## src/sv/bahai_pkg.sv

```systemverilog
package bahai_pkg;

    localparam int unsigned DAY_W   = 22;
    localparam int unsigned YEAR_W  = 13;
    localparam int unsigned MONTH_W = 5;
    localparam int unsigned MDAY_W  = 5;

    localparam int unsigned EPOCH_GREG_YEAR = 1844;
    localparam int unsigned EPOCH_P         = EPOCH_GREG_YEAR - 1;
    localparam int unsigned EPOCH_DAY       = 365 * EPOCH_P + EPOCH_P / 4 - EPOCH_P / 100
                                              + EPOCH_P / 400 + 31 + 29 + 21;

    localparam int unsigned DAYS_400Y = 146097;
    localparam int unsigned DAYS_100Y = 36524;
    localparam int unsigned DAYS_4Y   = 1461;
    localparam int unsigned DAYS_1Y   = 365;

    localparam int unsigned RECIP_K    = 24;
    localparam int unsigned RECIP_400Y = (1 << RECIP_K) / DAYS_400Y;
    localparam int unsigned RECIP_4Y   = (1 << RECIP_K) / DAYS_4Y;
    localparam int unsigned RECIP_C100 = ((1 << RECIP_K) + 99) / 100;

    localparam int unsigned DAYS_PER_MONTH  = 19;
    localparam int unsigned REGULAR_MONTHS  = 18;
    localparam int unsigned REGULAR_DAYS    = DAYS_PER_MONTH * REGULAR_MONTHS;
    localparam int unsigned LAST_MONTH_BASE = DAYS_1Y - DAYS_PER_MONTH;
    localparam int unsigned MONTH_RECIP_K   = 12;
    localparam int unsigned MONTH_RECIP     = ((1 << MONTH_RECIP_K) + DAYS_PER_MONTH - 1)
                                              / DAYS_PER_MONTH;

    localparam int unsigned MONTH_INTERCALARY = 19;
    localparam int unsigned MONTH_LAST        = 20;

endpackage

```

## src/sv/bahai_if.sv

```systemverilog
interface bahai_in_if;
    logic                            valid;
    logic                            ready;
    logic [bahai_pkg::DAY_W-1:0]     day_number;

    modport source (output valid, output day_number, input ready);
    modport sink   (input valid, input day_number, output ready);
endinterface

interface bahai_out_if;
    logic                            valid;
    logic                            ready;
    logic                            before_epoch;
    logic [bahai_pkg::YEAR_W-1:0]    bahai_year;
    logic [bahai_pkg::MONTH_W-1:0]   bahai_month;
    logic [bahai_pkg::MDAY_W-1:0]    bahai_day;

    modport source (output valid, output before_epoch, output bahai_year,
                    output bahai_month, output bahai_day, input ready);
    modport sink   (input valid, input before_epoch, input bahai_year,
                    input bahai_month, input bahai_day, output ready);
endinterface

```

## src/sv/bahai_date_from_day_number_unit.sv

```systemverilog
// Channel | Port  | Direction | Payload
// --------+-------+-----------+---------------------------------------------------
// input   | i_in  | sink      | day_number
// output  | o_out | source    | before_epoch, bahai_year, bahai_month, bahai_day
//
// Ten register stages, the last one the output register; one transaction is accepted
// every cycle while the output side is not stalled.
// The stages split the day count into 400, 100, 4 and 1 year periods, find 21 March
// of the year, then the month and day; constant divisions use reciprocal multiplies.
// Synchronous active-low reset clears the valid bits only.
// A stage loads when it is empty or the stage after it moves; bubbles close up.
module bahai_date_from_day_number_unit (
    input  logic        i_clk,
    input  logic        i_rst_n,
    bahai_in_if.sink    i_in,
    bahai_out_if.source o_out
);

    localparam int unsigned NSTG = 10;

    logic [NSTG:1] r_vld;
    logic [NSTG:1] en;

    always_comb begin
        en[NSTG] = !r_vld[NSTG] || o_out.ready;
        for (int k = NSTG - 1; k >= 1; k--) begin
            en[k] = !r_vld[k] || en[k+1];
        end
    end

    assign i_in.ready = en[1];

    always_ff @(posedge i_clk) begin
        if (!i_rst_n) begin
            r_vld <= '0;
        end else begin
            if (en[1]) begin
                r_vld[1] <= i_in.valid;
            end
            for (int k = 2; k <= NSTG; k++) begin
                if (en[k]) begin
                    r_vld[k] <= r_vld[k-1];
                end
            end
        end
    end

    // stage 1: 400-year estimate
    logic [21:0] d0;
    logic [28:0] q400_prod;
    logic [21:0] r_s1_day, r_s1_d0;
    logic        r_s1_pre;
    logic [4:0]  r_s1_q;

    assign d0        = i_in.day_number - 22'd1;
    assign q400_prod = 29'(d0) * 29'(bahai_pkg::RECIP_400Y);

    always_ff @(posedge i_clk) begin
        if (en[1]) begin
            r_s1_day <= i_in.day_number;
            r_s1_d0  <= d0;
            r_s1_pre <= i_in.day_number < 22'(bahai_pkg::EPOCH_DAY);
            r_s1_q   <= 5'(q400_prod >> bahai_pkg::RECIP_K);
        end
    end

    // stage 2: 400-year correct
    logic [21:0] r1_raw;
    logic        r1_fix;
    logic [21:0] r_s2_day;
    logic        r_s2_pre;
    logic [4:0]  r_s2_n400;
    logic [17:0] r_s2_r1;

    assign r1_raw = r_s1_d0 - 22'(r_s1_q) * 22'(bahai_pkg::DAYS_400Y);
    assign r1_fix = r1_raw >= 22'(bahai_pkg::DAYS_400Y);

    always_ff @(posedge i_clk) begin
        if (en[2]) begin
            r_s2_day  <= r_s1_day;
            r_s2_pre  <= r_s1_pre;
            r_s2_n400 <= r_s1_q + 5'(r1_fix);
            r_s2_r1   <= r1_fix ? 18'(r1_raw - 22'(bahai_pkg::DAYS_400Y)) : 18'(r1_raw);
        end
    end

    // stage 3: 100-year split
    logic [2:0]  n100;
    logic [21:0] r_s3_day;
    logic        r_s3_pre;
    logic [4:0]  r_s3_n400;
    logic [2:0]  r_s3_n100;
    logic [15:0] r_s3_r2;

    always_comb begin
        n100 = '0;
        for (int k = 1; k <= 4; k++) begin
            if (r_s2_r1 >= 18'(k * bahai_pkg::DAYS_100Y)) begin
                n100 = 3'(k);
            end
        end
    end

    always_ff @(posedge i_clk) begin
        if (en[3]) begin
            r_s3_day  <= r_s2_day;
            r_s3_pre  <= r_s2_pre;
            r_s3_n400 <= r_s2_n400;
            r_s3_n100 <= n100;
            r_s3_r2   <= 16'(r_s2_r1 - 18'(n100) * 18'(bahai_pkg::DAYS_100Y));
        end
    end

    // stage 4: 4-year estimate
    logic [29:0] q4_prod;
    logic [21:0] r_s4_day;
    logic        r_s4_pre;
    logic [4:0]  r_s4_n400;
    logic [2:0]  r_s4_n100;
    logic [15:0] r_s4_r2;
    logic [4:0]  r_s4_q;

    assign q4_prod = 30'(r_s3_r2) * 30'(bahai_pkg::RECIP_4Y);

    always_ff @(posedge i_clk) begin
        if (en[4]) begin
            r_s4_day  <= r_s3_day;
            r_s4_pre  <= r_s3_pre;
            r_s4_n400 <= r_s3_n400;
            r_s4_n100 <= r_s3_n100;
            r_s4_r2   <= r_s3_r2;
            r_s4_q    <= 5'(q4_prod >> bahai_pkg::RECIP_K);
        end
    end

    // stage 5: 4-year correct
    logic [15:0] r3_raw;
    logic        r3_fix;
    logic [21:0] r_s5_day;
    logic        r_s5_pre;
    logic [4:0]  r_s5_n400;
    logic [2:0]  r_s5_n100;
    logic [4:0]  r_s5_n4;
    logic [10:0] r_s5_r3;

    assign r3_raw = r_s4_r2 - 16'(r_s4_q) * 16'(bahai_pkg::DAYS_4Y);
    assign r3_fix = r3_raw >= 16'(bahai_pkg::DAYS_4Y);

    always_ff @(posedge i_clk) begin
        if (en[5]) begin
            r_s5_day  <= r_s4_day;
            r_s5_pre  <= r_s4_pre;
            r_s5_n400 <= r_s4_n400;
            r_s5_n100 <= r_s4_n100;
            r_s5_n4   <= r_s4_q + 5'(r3_fix);
            r_s5_r3   <= r3_fix ? 11'(r3_raw - 16'(bahai_pkg::DAYS_4Y)) : 11'(r3_raw);
        end
    end

    // stage 6: single years, Gregorian year minus one
    logic [2:0]  n1;
    logic [13:0] yr;
    logic [21:0] r_s6_day;
    logic        r_s6_pre;
    logic [13:0] r_s6_p;

    always_comb begin
        n1 = '0;
        for (int k = 1; k <= 4; k++) begin
            if (r_s5_r3 >= 11'(k * bahai_pkg::DAYS_1Y)) begin
                n1 = 3'(k);
            end
        end
    end

    assign yr = 14'(r_s5_n400) * 14'd400 + 14'(r_s5_n100) * 14'd100
              + 14'(r_s5_n4) * 14'd4 + 14'(n1);

    always_ff @(posedge i_clk) begin
        if (en[6]) begin
            r_s6_day <= r_s5_day;
            r_s6_pre <= r_s5_pre;
            r_s6_p   <= (r_s5_n100 == 3'd4 || n1 == 3'd4) ? yr - 14'd1 : yr;
        end
    end

    // stage 7: century quotient
    logic [31:0] q100_prod;
    logic [21:0] r_s7_day;
    logic        r_s7_pre;
    logic [13:0] r_s7_p;
    logic [7:0]  r_s7_q100;

    assign q100_prod = 32'(r_s6_p) * 32'(bahai_pkg::RECIP_C100);

    always_ff @(posedge i_clk) begin
        if (en[7]) begin
            r_s7_day  <= r_s6_day;
            r_s7_pre  <= r_s6_pre;
            r_s7_p    <= r_s6_p;
            r_s7_q100 <= 8'(q100_prod >> bahai_pkg::RECIP_K);
        end
    end

    // stage 8: leap flags, 21 March of the year
    logic [6:0]  r100;
    logic        c1, c2;
    logic [7:0]  q1, q2;
    logic        leap0, leap1;
    logic [22:0] start0;
    logic [21:0] r_s8_day;
    logic        r_s8_pre;
    logic [13:0] r_s8_p;
    logic        r_s8_lg0, r_s8_lg1;
    logic [22:0] r_s8_start;

    assign r100   = 7'(r_s7_p - 14'(r_s7_q100) * 14'd100);
    assign c1     = r100 == 7'd99;
    assign c2     = r100 >= 7'd98;
    assign q1     = r_s7_q100 + 8'(c1);
    assign q2     = r_s7_q100 + 8'(c2);
    assign leap0  = (r_s7_p[1:0] == 2'd3) && (!c1 || q1[1:0] == 2'd0);
    assign leap1  = (r_s7_p[1:0] == 2'd2) && (r100 != 7'd98 || q2[1:0] == 2'd0);
    assign start0 = 23'(r_s7_p) * 23'(bahai_pkg::DAYS_1Y) + 23'(r_s7_p >> 2)
                  - 23'(r_s7_q100) + 23'(r_s7_q100 >> 2) + 23'd80 + 23'(leap0);

    always_ff @(posedge i_clk) begin
        if (en[8]) begin
            r_s8_day   <= r_s7_day;
            r_s8_pre   <= r_s7_pre;
            r_s8_p     <= r_s7_p;
            r_s8_lg0   <= leap0;
            r_s8_lg1   <= leap1;
            r_s8_start <= start0;
        end
    end

    // stage 9: pick the year, offset into it
    logic [23:0] diff;
    logic        late;
    logic [12:0] byear;
    logic        r_s9_pre;
    logic [12:0] r_s9_year;
    logic        r_s9_leap;
    logic [8:0]  r_s9_off;

    assign diff  = 24'(r_s8_day) - 24'(r_s8_start);
    assign late  = diff[23];
    assign byear = late ? 13'(r_s8_p - 14'(bahai_pkg::EPOCH_GREG_YEAR - 1))
                        : 13'(r_s8_p - 14'(bahai_pkg::EPOCH_GREG_YEAR - 2));

    always_ff @(posedge i_clk) begin
        if (en[9]) begin
            r_s9_pre  <= r_s8_pre;
            r_s9_year <= byear;
            r_s9_leap <= (byear != 13'd1) && (late ? r_s8_lg0 : r_s8_lg1);
            r_s9_off  <= late ? diff[8:0] + 9'(bahai_pkg::DAYS_1Y) + 9'(r_s8_lg0) : diff[8:0];
        end
    end

    // stage 10: month and day, output register
    logic [8:0]  last_base;
    logic [16:0] mq_prod;
    logic [4:0]  mq;
    logic [4:0]  month;
    logic [4:0]  mday;
    logic        r_o_pre;
    logic [12:0] r_o_year;
    logic [4:0]  r_o_month;
    logic [4:0]  r_o_day;

    assign last_base = 9'(bahai_pkg::LAST_MONTH_BASE) + 9'(r_s9_leap);
    assign mq_prod   = 17'(r_s9_off) * 17'(bahai_pkg::MONTH_RECIP);
    assign mq        = 5'(mq_prod >> bahai_pkg::MONTH_RECIP_K);

    always_comb begin
        if (r_s9_off >= last_base) begin
            month = 5'(bahai_pkg::MONTH_LAST);
            mday  = 5'(r_s9_off - last_base + 9'd1);
        end else if (r_s9_off >= 9'(bahai_pkg::REGULAR_DAYS)) begin
            month = 5'(bahai_pkg::MONTH_INTERCALARY);
            mday  = 5'(r_s9_off - 9'(bahai_pkg::REGULAR_DAYS) + 9'd1);
        end else begin
            month = mq + 5'd1;
            mday  = 5'(r_s9_off - 9'(mq) * 9'(bahai_pkg::DAYS_PER_MONTH) + 9'd1);
        end
    end

    always_ff @(posedge i_clk) begin
        if (en[10]) begin
            r_o_pre   <= r_s9_pre;
            r_o_year  <= r_s9_pre ? '0 : r_s9_year;
            r_o_month <= r_s9_pre ? '0 : month;
            r_o_day   <= r_s9_pre ? '0 : mday;
        end
    end

    assign o_out.valid        = r_vld[NSTG];
    assign o_out.before_epoch = r_o_pre;
    assign o_out.bahai_year   = r_o_year;
    assign o_out.bahai_month  = r_o_month;
    assign o_out.bahai_day    = r_o_day;

endmodule

```

## src/flat_wrapper.sv

```systemverilog
// flat-port wrapper written by rule: the top's interface ports become plain ports
module bahai_date_from_day_number_unit_flat 
  (i_clk, i_rst_n, i_in_valid, i_in_day_number, i_in_ready, o_out_valid, o_out_before_epoch, o_out_bahai_year, o_out_bahai_month, o_out_bahai_day, o_out_ready);
  bahai_in_if i_in_i ();
  bahai_out_if o_out_i ();
  input  logic i_clk;
  input  logic i_rst_n;
  input wire logic [$bits(i_in_i.valid)-1:0] i_in_valid;
  input wire logic [$bits(i_in_i.day_number)-1:0] i_in_day_number;
  output wire logic [$bits(i_in_i.ready)-1:0] i_in_ready;
  output wire logic [$bits(o_out_i.valid)-1:0] o_out_valid;
  output wire logic [$bits(o_out_i.before_epoch)-1:0] o_out_before_epoch;
  output wire logic [$bits(o_out_i.bahai_year)-1:0] o_out_bahai_year;
  output wire logic [$bits(o_out_i.bahai_month)-1:0] o_out_bahai_month;
  output wire logic [$bits(o_out_i.bahai_day)-1:0] o_out_bahai_day;
  input wire logic [$bits(o_out_i.ready)-1:0] o_out_ready;
  assign i_in_i.valid = i_in_valid;
  assign i_in_i.day_number = i_in_day_number;
  assign i_in_ready = i_in_i.ready;
  assign o_out_valid = o_out_i.valid;
  assign o_out_before_epoch = o_out_i.before_epoch;
  assign o_out_bahai_year = o_out_i.bahai_year;
  assign o_out_bahai_month = o_out_i.bahai_month;
  assign o_out_bahai_day = o_out_i.bahai_day;
  assign o_out_i.ready = o_out_ready;
  bahai_date_from_day_number_unit u_core (.i_clk(i_clk), .i_rst_n(i_rst_n), .i_in(i_in_i), .o_out(o_out_i));
endmodule
```

## config.mk

```make
export PLATFORM = sky130hd
export DESIGN_NAME = bahai_date_from_day_number_unit_flat
export DESIGN_NICKNAME = d
export VERILOG_FILES = /design/src/sv/bahai_pkg.sv /design/src/sv/bahai_if.sv /design/src/sv/bahai_date_from_day_number_unit.sv /design/src/flat_wrapper.sv
export SDC_FILE = /design/constraint.sdc
export NUM_CORES = 2
export LEC_CHECK = 0
export BUFFER_PORTS_ARGS = -buffer_cell sky130_fd_sc_hd__buf_4
export CAP_MARGIN = 10
export CELL_PAD_IN_SITES_DETAIL_PLACEMENT = 1
export CELL_PAD_IN_SITES_GLOBAL_PLACEMENT = 2
export CORE_MARGIN = 2
export CORE_UTILIZATION = 49
export CTS_CLUSTER_DIAMETER = 150
export DETAILED_ROUTE_END_ITERATION = 16
export GPL_ROUTABILITY_DRIVEN = 0
export PLACE_DENSITY_LB_ADDON = 0.2
export RECOVER_POWER = 25
export SETUP_SLACK_MARGIN = 0.02
export SLEW_MARGIN = 30
export SYNTH_ARGS = -nofsm -noshare
export SYNTH_HDL_FRONTEND = slang
export SYNTH_SLANG_ARGS = --single-unit
```

## constraint.sdc

```tcl
create_clock -name i_clk -period 15.1 [get_ports i_clk]
set_clock_uncertainty 0.2 [all_clocks]
set_input_delay 1.51 -clock i_clk [delete_from_list [all_inputs] [get_ports i_clk]]
set_output_delay 1.51 -clock i_clk [all_outputs]
set_load 0.05 [all_outputs]
```

==> impl_results.md <==
- Post-DP HPWL: 66270 microns
- Via total after detailed routing: between 20000 and 25000
- Required time of the critical path: 15240 ps
- Max-slew violations: 0
- Largest net degree at the start of global routing: 62
- CP delay by family, top: adder cells
- Min-Delay Path Class: register to register
- Unrepaired setup endpoints after global routing: false
- Syn_area_per_cell: 11.82 sq um
- WS Path Type: register to register
- Worst-path fanout max: 8
- Least-Margin Pin Slew: 939.6 ps
- Crit path launch: u_core.r_s7_p[2]
- Die footprint: just under 80000 sq um
- Fraction of registers with async set/reset: 0%
- Worst path slowest cell: edfxtp_1
- DR vias/cell: 5.205
- Total global routing overflow: 0
- DIE WIDTH: about 280 microns
- Syn Inst Count: 3192
- Initial core utilization: 49.60%
- Area growth from synthesis to layout: 9.003%
- Rel. slew slack: roughly 37%
- Critical path's largest stage delay: 570 ps
- Status: finished clean
- Vias in the first global route: 26030
- RR Startpoint: u_core.r_s7_p[2]
- Core Box Area: 76080 sq um
- CTS tree: done
- Initial antenna violation count: 0
- Die Y: roughly 280 microns
- Clock transition at path regs: 60 ps
- Clock sinks: 443
- Setup tns final: 0 ps
- Detailed Routing Iterations Pass 1: 4
- TritonCTS Buffers: 52
- Synth cell types: 96
- Final period utilization: 53.29%
- Global-route wire length before repair: between 100000 and 150000 microns
- Global-route usage over all layers: 21.25%
- DRT antenna net count: 0
- Fin crit period: 8047 ps
- Commonest non-fill, non-tap cell in the layout: inv_1
- Final setup fails: 0
- Clock buffer depth: 3
- DR WL/cell: 18.38 microns
- Worst Path Arrival: just over 8000 ps
- CP Capture Type: register
- Commonest cells after routing, fill and taps aside: inv_1, ha_1, edfxtp_1
- Yosys reg bits: 443
- Skew-Pair Late Insertion Delay: 610 ps
- DR DRC count: 0
- Min-Delay Startpoint: u_core.r_s7_day[13]
- H-tree depth: 2
- Register area share after synthesis: 34.99%
- I/O Pins: 52
- Post-cts resize count: 0
- Buf+Inv Stages, Crit Path: 2
- Post-Syn Nets: 4191
- Layout cells sized above 1: 5.997%
- # hold bufs at CTS: 0
- Final wirelength: 80230 microns
- Max-cap viol count: 0
- Postcts setup bufs: 0
- Startpoint class of the critical path: register
- Port-buffer cells: 51
- CTS root buffer: clkbuf_16
- Crit path top cell by count: ha_1
- Final hold vios: 0
- Row cnt: 101
- First DRT Iteration DRCs: 875
- Cell area after synthesis: 37730 sq um
- Top FF cell, synth: edfxtp_1
- Upper clock frequency limit: approximately 120 MHz
- Post-synth EDFFs: roughly 430
- # nets final: 4290
- Antenna Cells: 0
- Yosys Warn Count: 0
==> area by class of cell <==
class                      instances  area [sq um]
multi-input combinational       2050         21910
inverter                         687          2586
clock inverter                    42         400.4
clock buffer                      56          1316
tap                             1030          1289
timing repair buffer              57         427.9
sequential                       443         13200
fill                            8033         34950
==> worst paths after layout <==
| check | end | slack [ps] | depth (start not counted) |
|---|---|---|---|
| setup / recovery | u_core.r_s8_start[22] | 7050 | 31 |
| hold / removal | u_core.r_s8_day[13] | 210 | 0 |
| setup reg to reg | u_core.r_s8_start[22] | 7050 | 31 |
| hold reg to reg | u_core.r_s8_day[13] | 210 | 0 |
==> state kept, by name (all words and copies together) (netlist names), 8 cells and up <==
name                     cells
u_core.r_s8_start           23
u_core.r_s1_d0              22
u_core.r_s1_day             22
u_core.r_s2_day             22
u_core.r_s3_day             22
u_core.r_s4_day             22
u_core.r_s5_day             22
u_core.r_s6_day             22
u_core.r_s7_day             22
u_core.r_s8_day             22
u_core.r_s2_r1              18
u_core.r_s3_r2              16
u_core.r_s4_r2              16
u_core.r_s6_p               14
u_core.r_s7_p               14
u_core.o_out.bahai_year     13
u_core.r_s8_p               13
u_core.r_s9_year            13
u_core.r_s5_r3              11
u_core.r_vld                10
u_core.r_s9_off              9
u_core.r_s7_q100             8
==> synth_stat cells (all sizes together) (6+ instances only) <==
master   count  share of area, %
mux2i       11              0.29
nor2b       37              0.61
and3        13              0.23
nand3       34              0.45
a21oi      122               1.6
nand3b       6              0.12
a21boi       8              0.16
nand2      108               1.1
o31ai        9              0.22
fa         356                19
inv        687               6.8
dfxtp       10              0.53
or2         12              0.20
o211ai       8              0.16
nor2       106               1.1
ha         617                20
nor3        42              0.59
o21ai       63              0.84
o21bai      17              0.34
or3         14              0.25
nand2b      29              0.48
a211oi      13              0.29
and2         7              0.12
nor4        11              0.18
o21a        27              0.56
a21o        49              0.99
a211o        8              0.19
xnor2      131               3.1
a31oi       17              0.28
xor2        77               1.8
mux2         6              0.19
edfxtp     433                34
nand4       10              0.17
clkbuf       9              0.14
a2111oi      9              0.30
==> layer usage <==
layer | GRT usage (%) | up-vias | part of all wire, %
met5 | 0 | - | 0
met4 | 4.555 | 0 | 1.9
met3 | 2.113 | 99 | 2.1
met2 | 40.07 | 202 | 54
met1 | 26.20 | 11480 | 42
li1 | - | 10940 | -
==> logic make-up after synthesis <==
logic type	share of synthesized area, %
multiplexers	0.4808
flip-flops	34.99
AND/OR/NAND/NOR	5.863
adder cells (fa/ha/maj)	39.35
AO/OA/AOI/OAI	7.388
buffers and inverters	7.040
other	0.01990
XOR/XNOR	4.868
==> metrics by stage <==
step / cells / setup WS, ps / util, % / instance area [sq um] / hold slack (ps)
6_report: 4365 / 7053 / 54.06 / 41130 / 214.6
5_1_grt: 4365 / 6574 / 54.06 / 41130 / 218.5
4_1_cts: 4365 / 7013 / 54.05 / 41120 / 211.6
3_5_place_dp: 4267 / 6902 / 51.80 / 39400 / 205.7
3_3_place_gp: 4267 / 7218 / 51.77 / 39390 / 200.3
2_1_floorplan: 3192 / 7861 / - / 37730 / 200.3
Power is left out: the tool's default activity adds up to more than one toggle a clock period on the data nets, which glitch-free logic cannot reach.
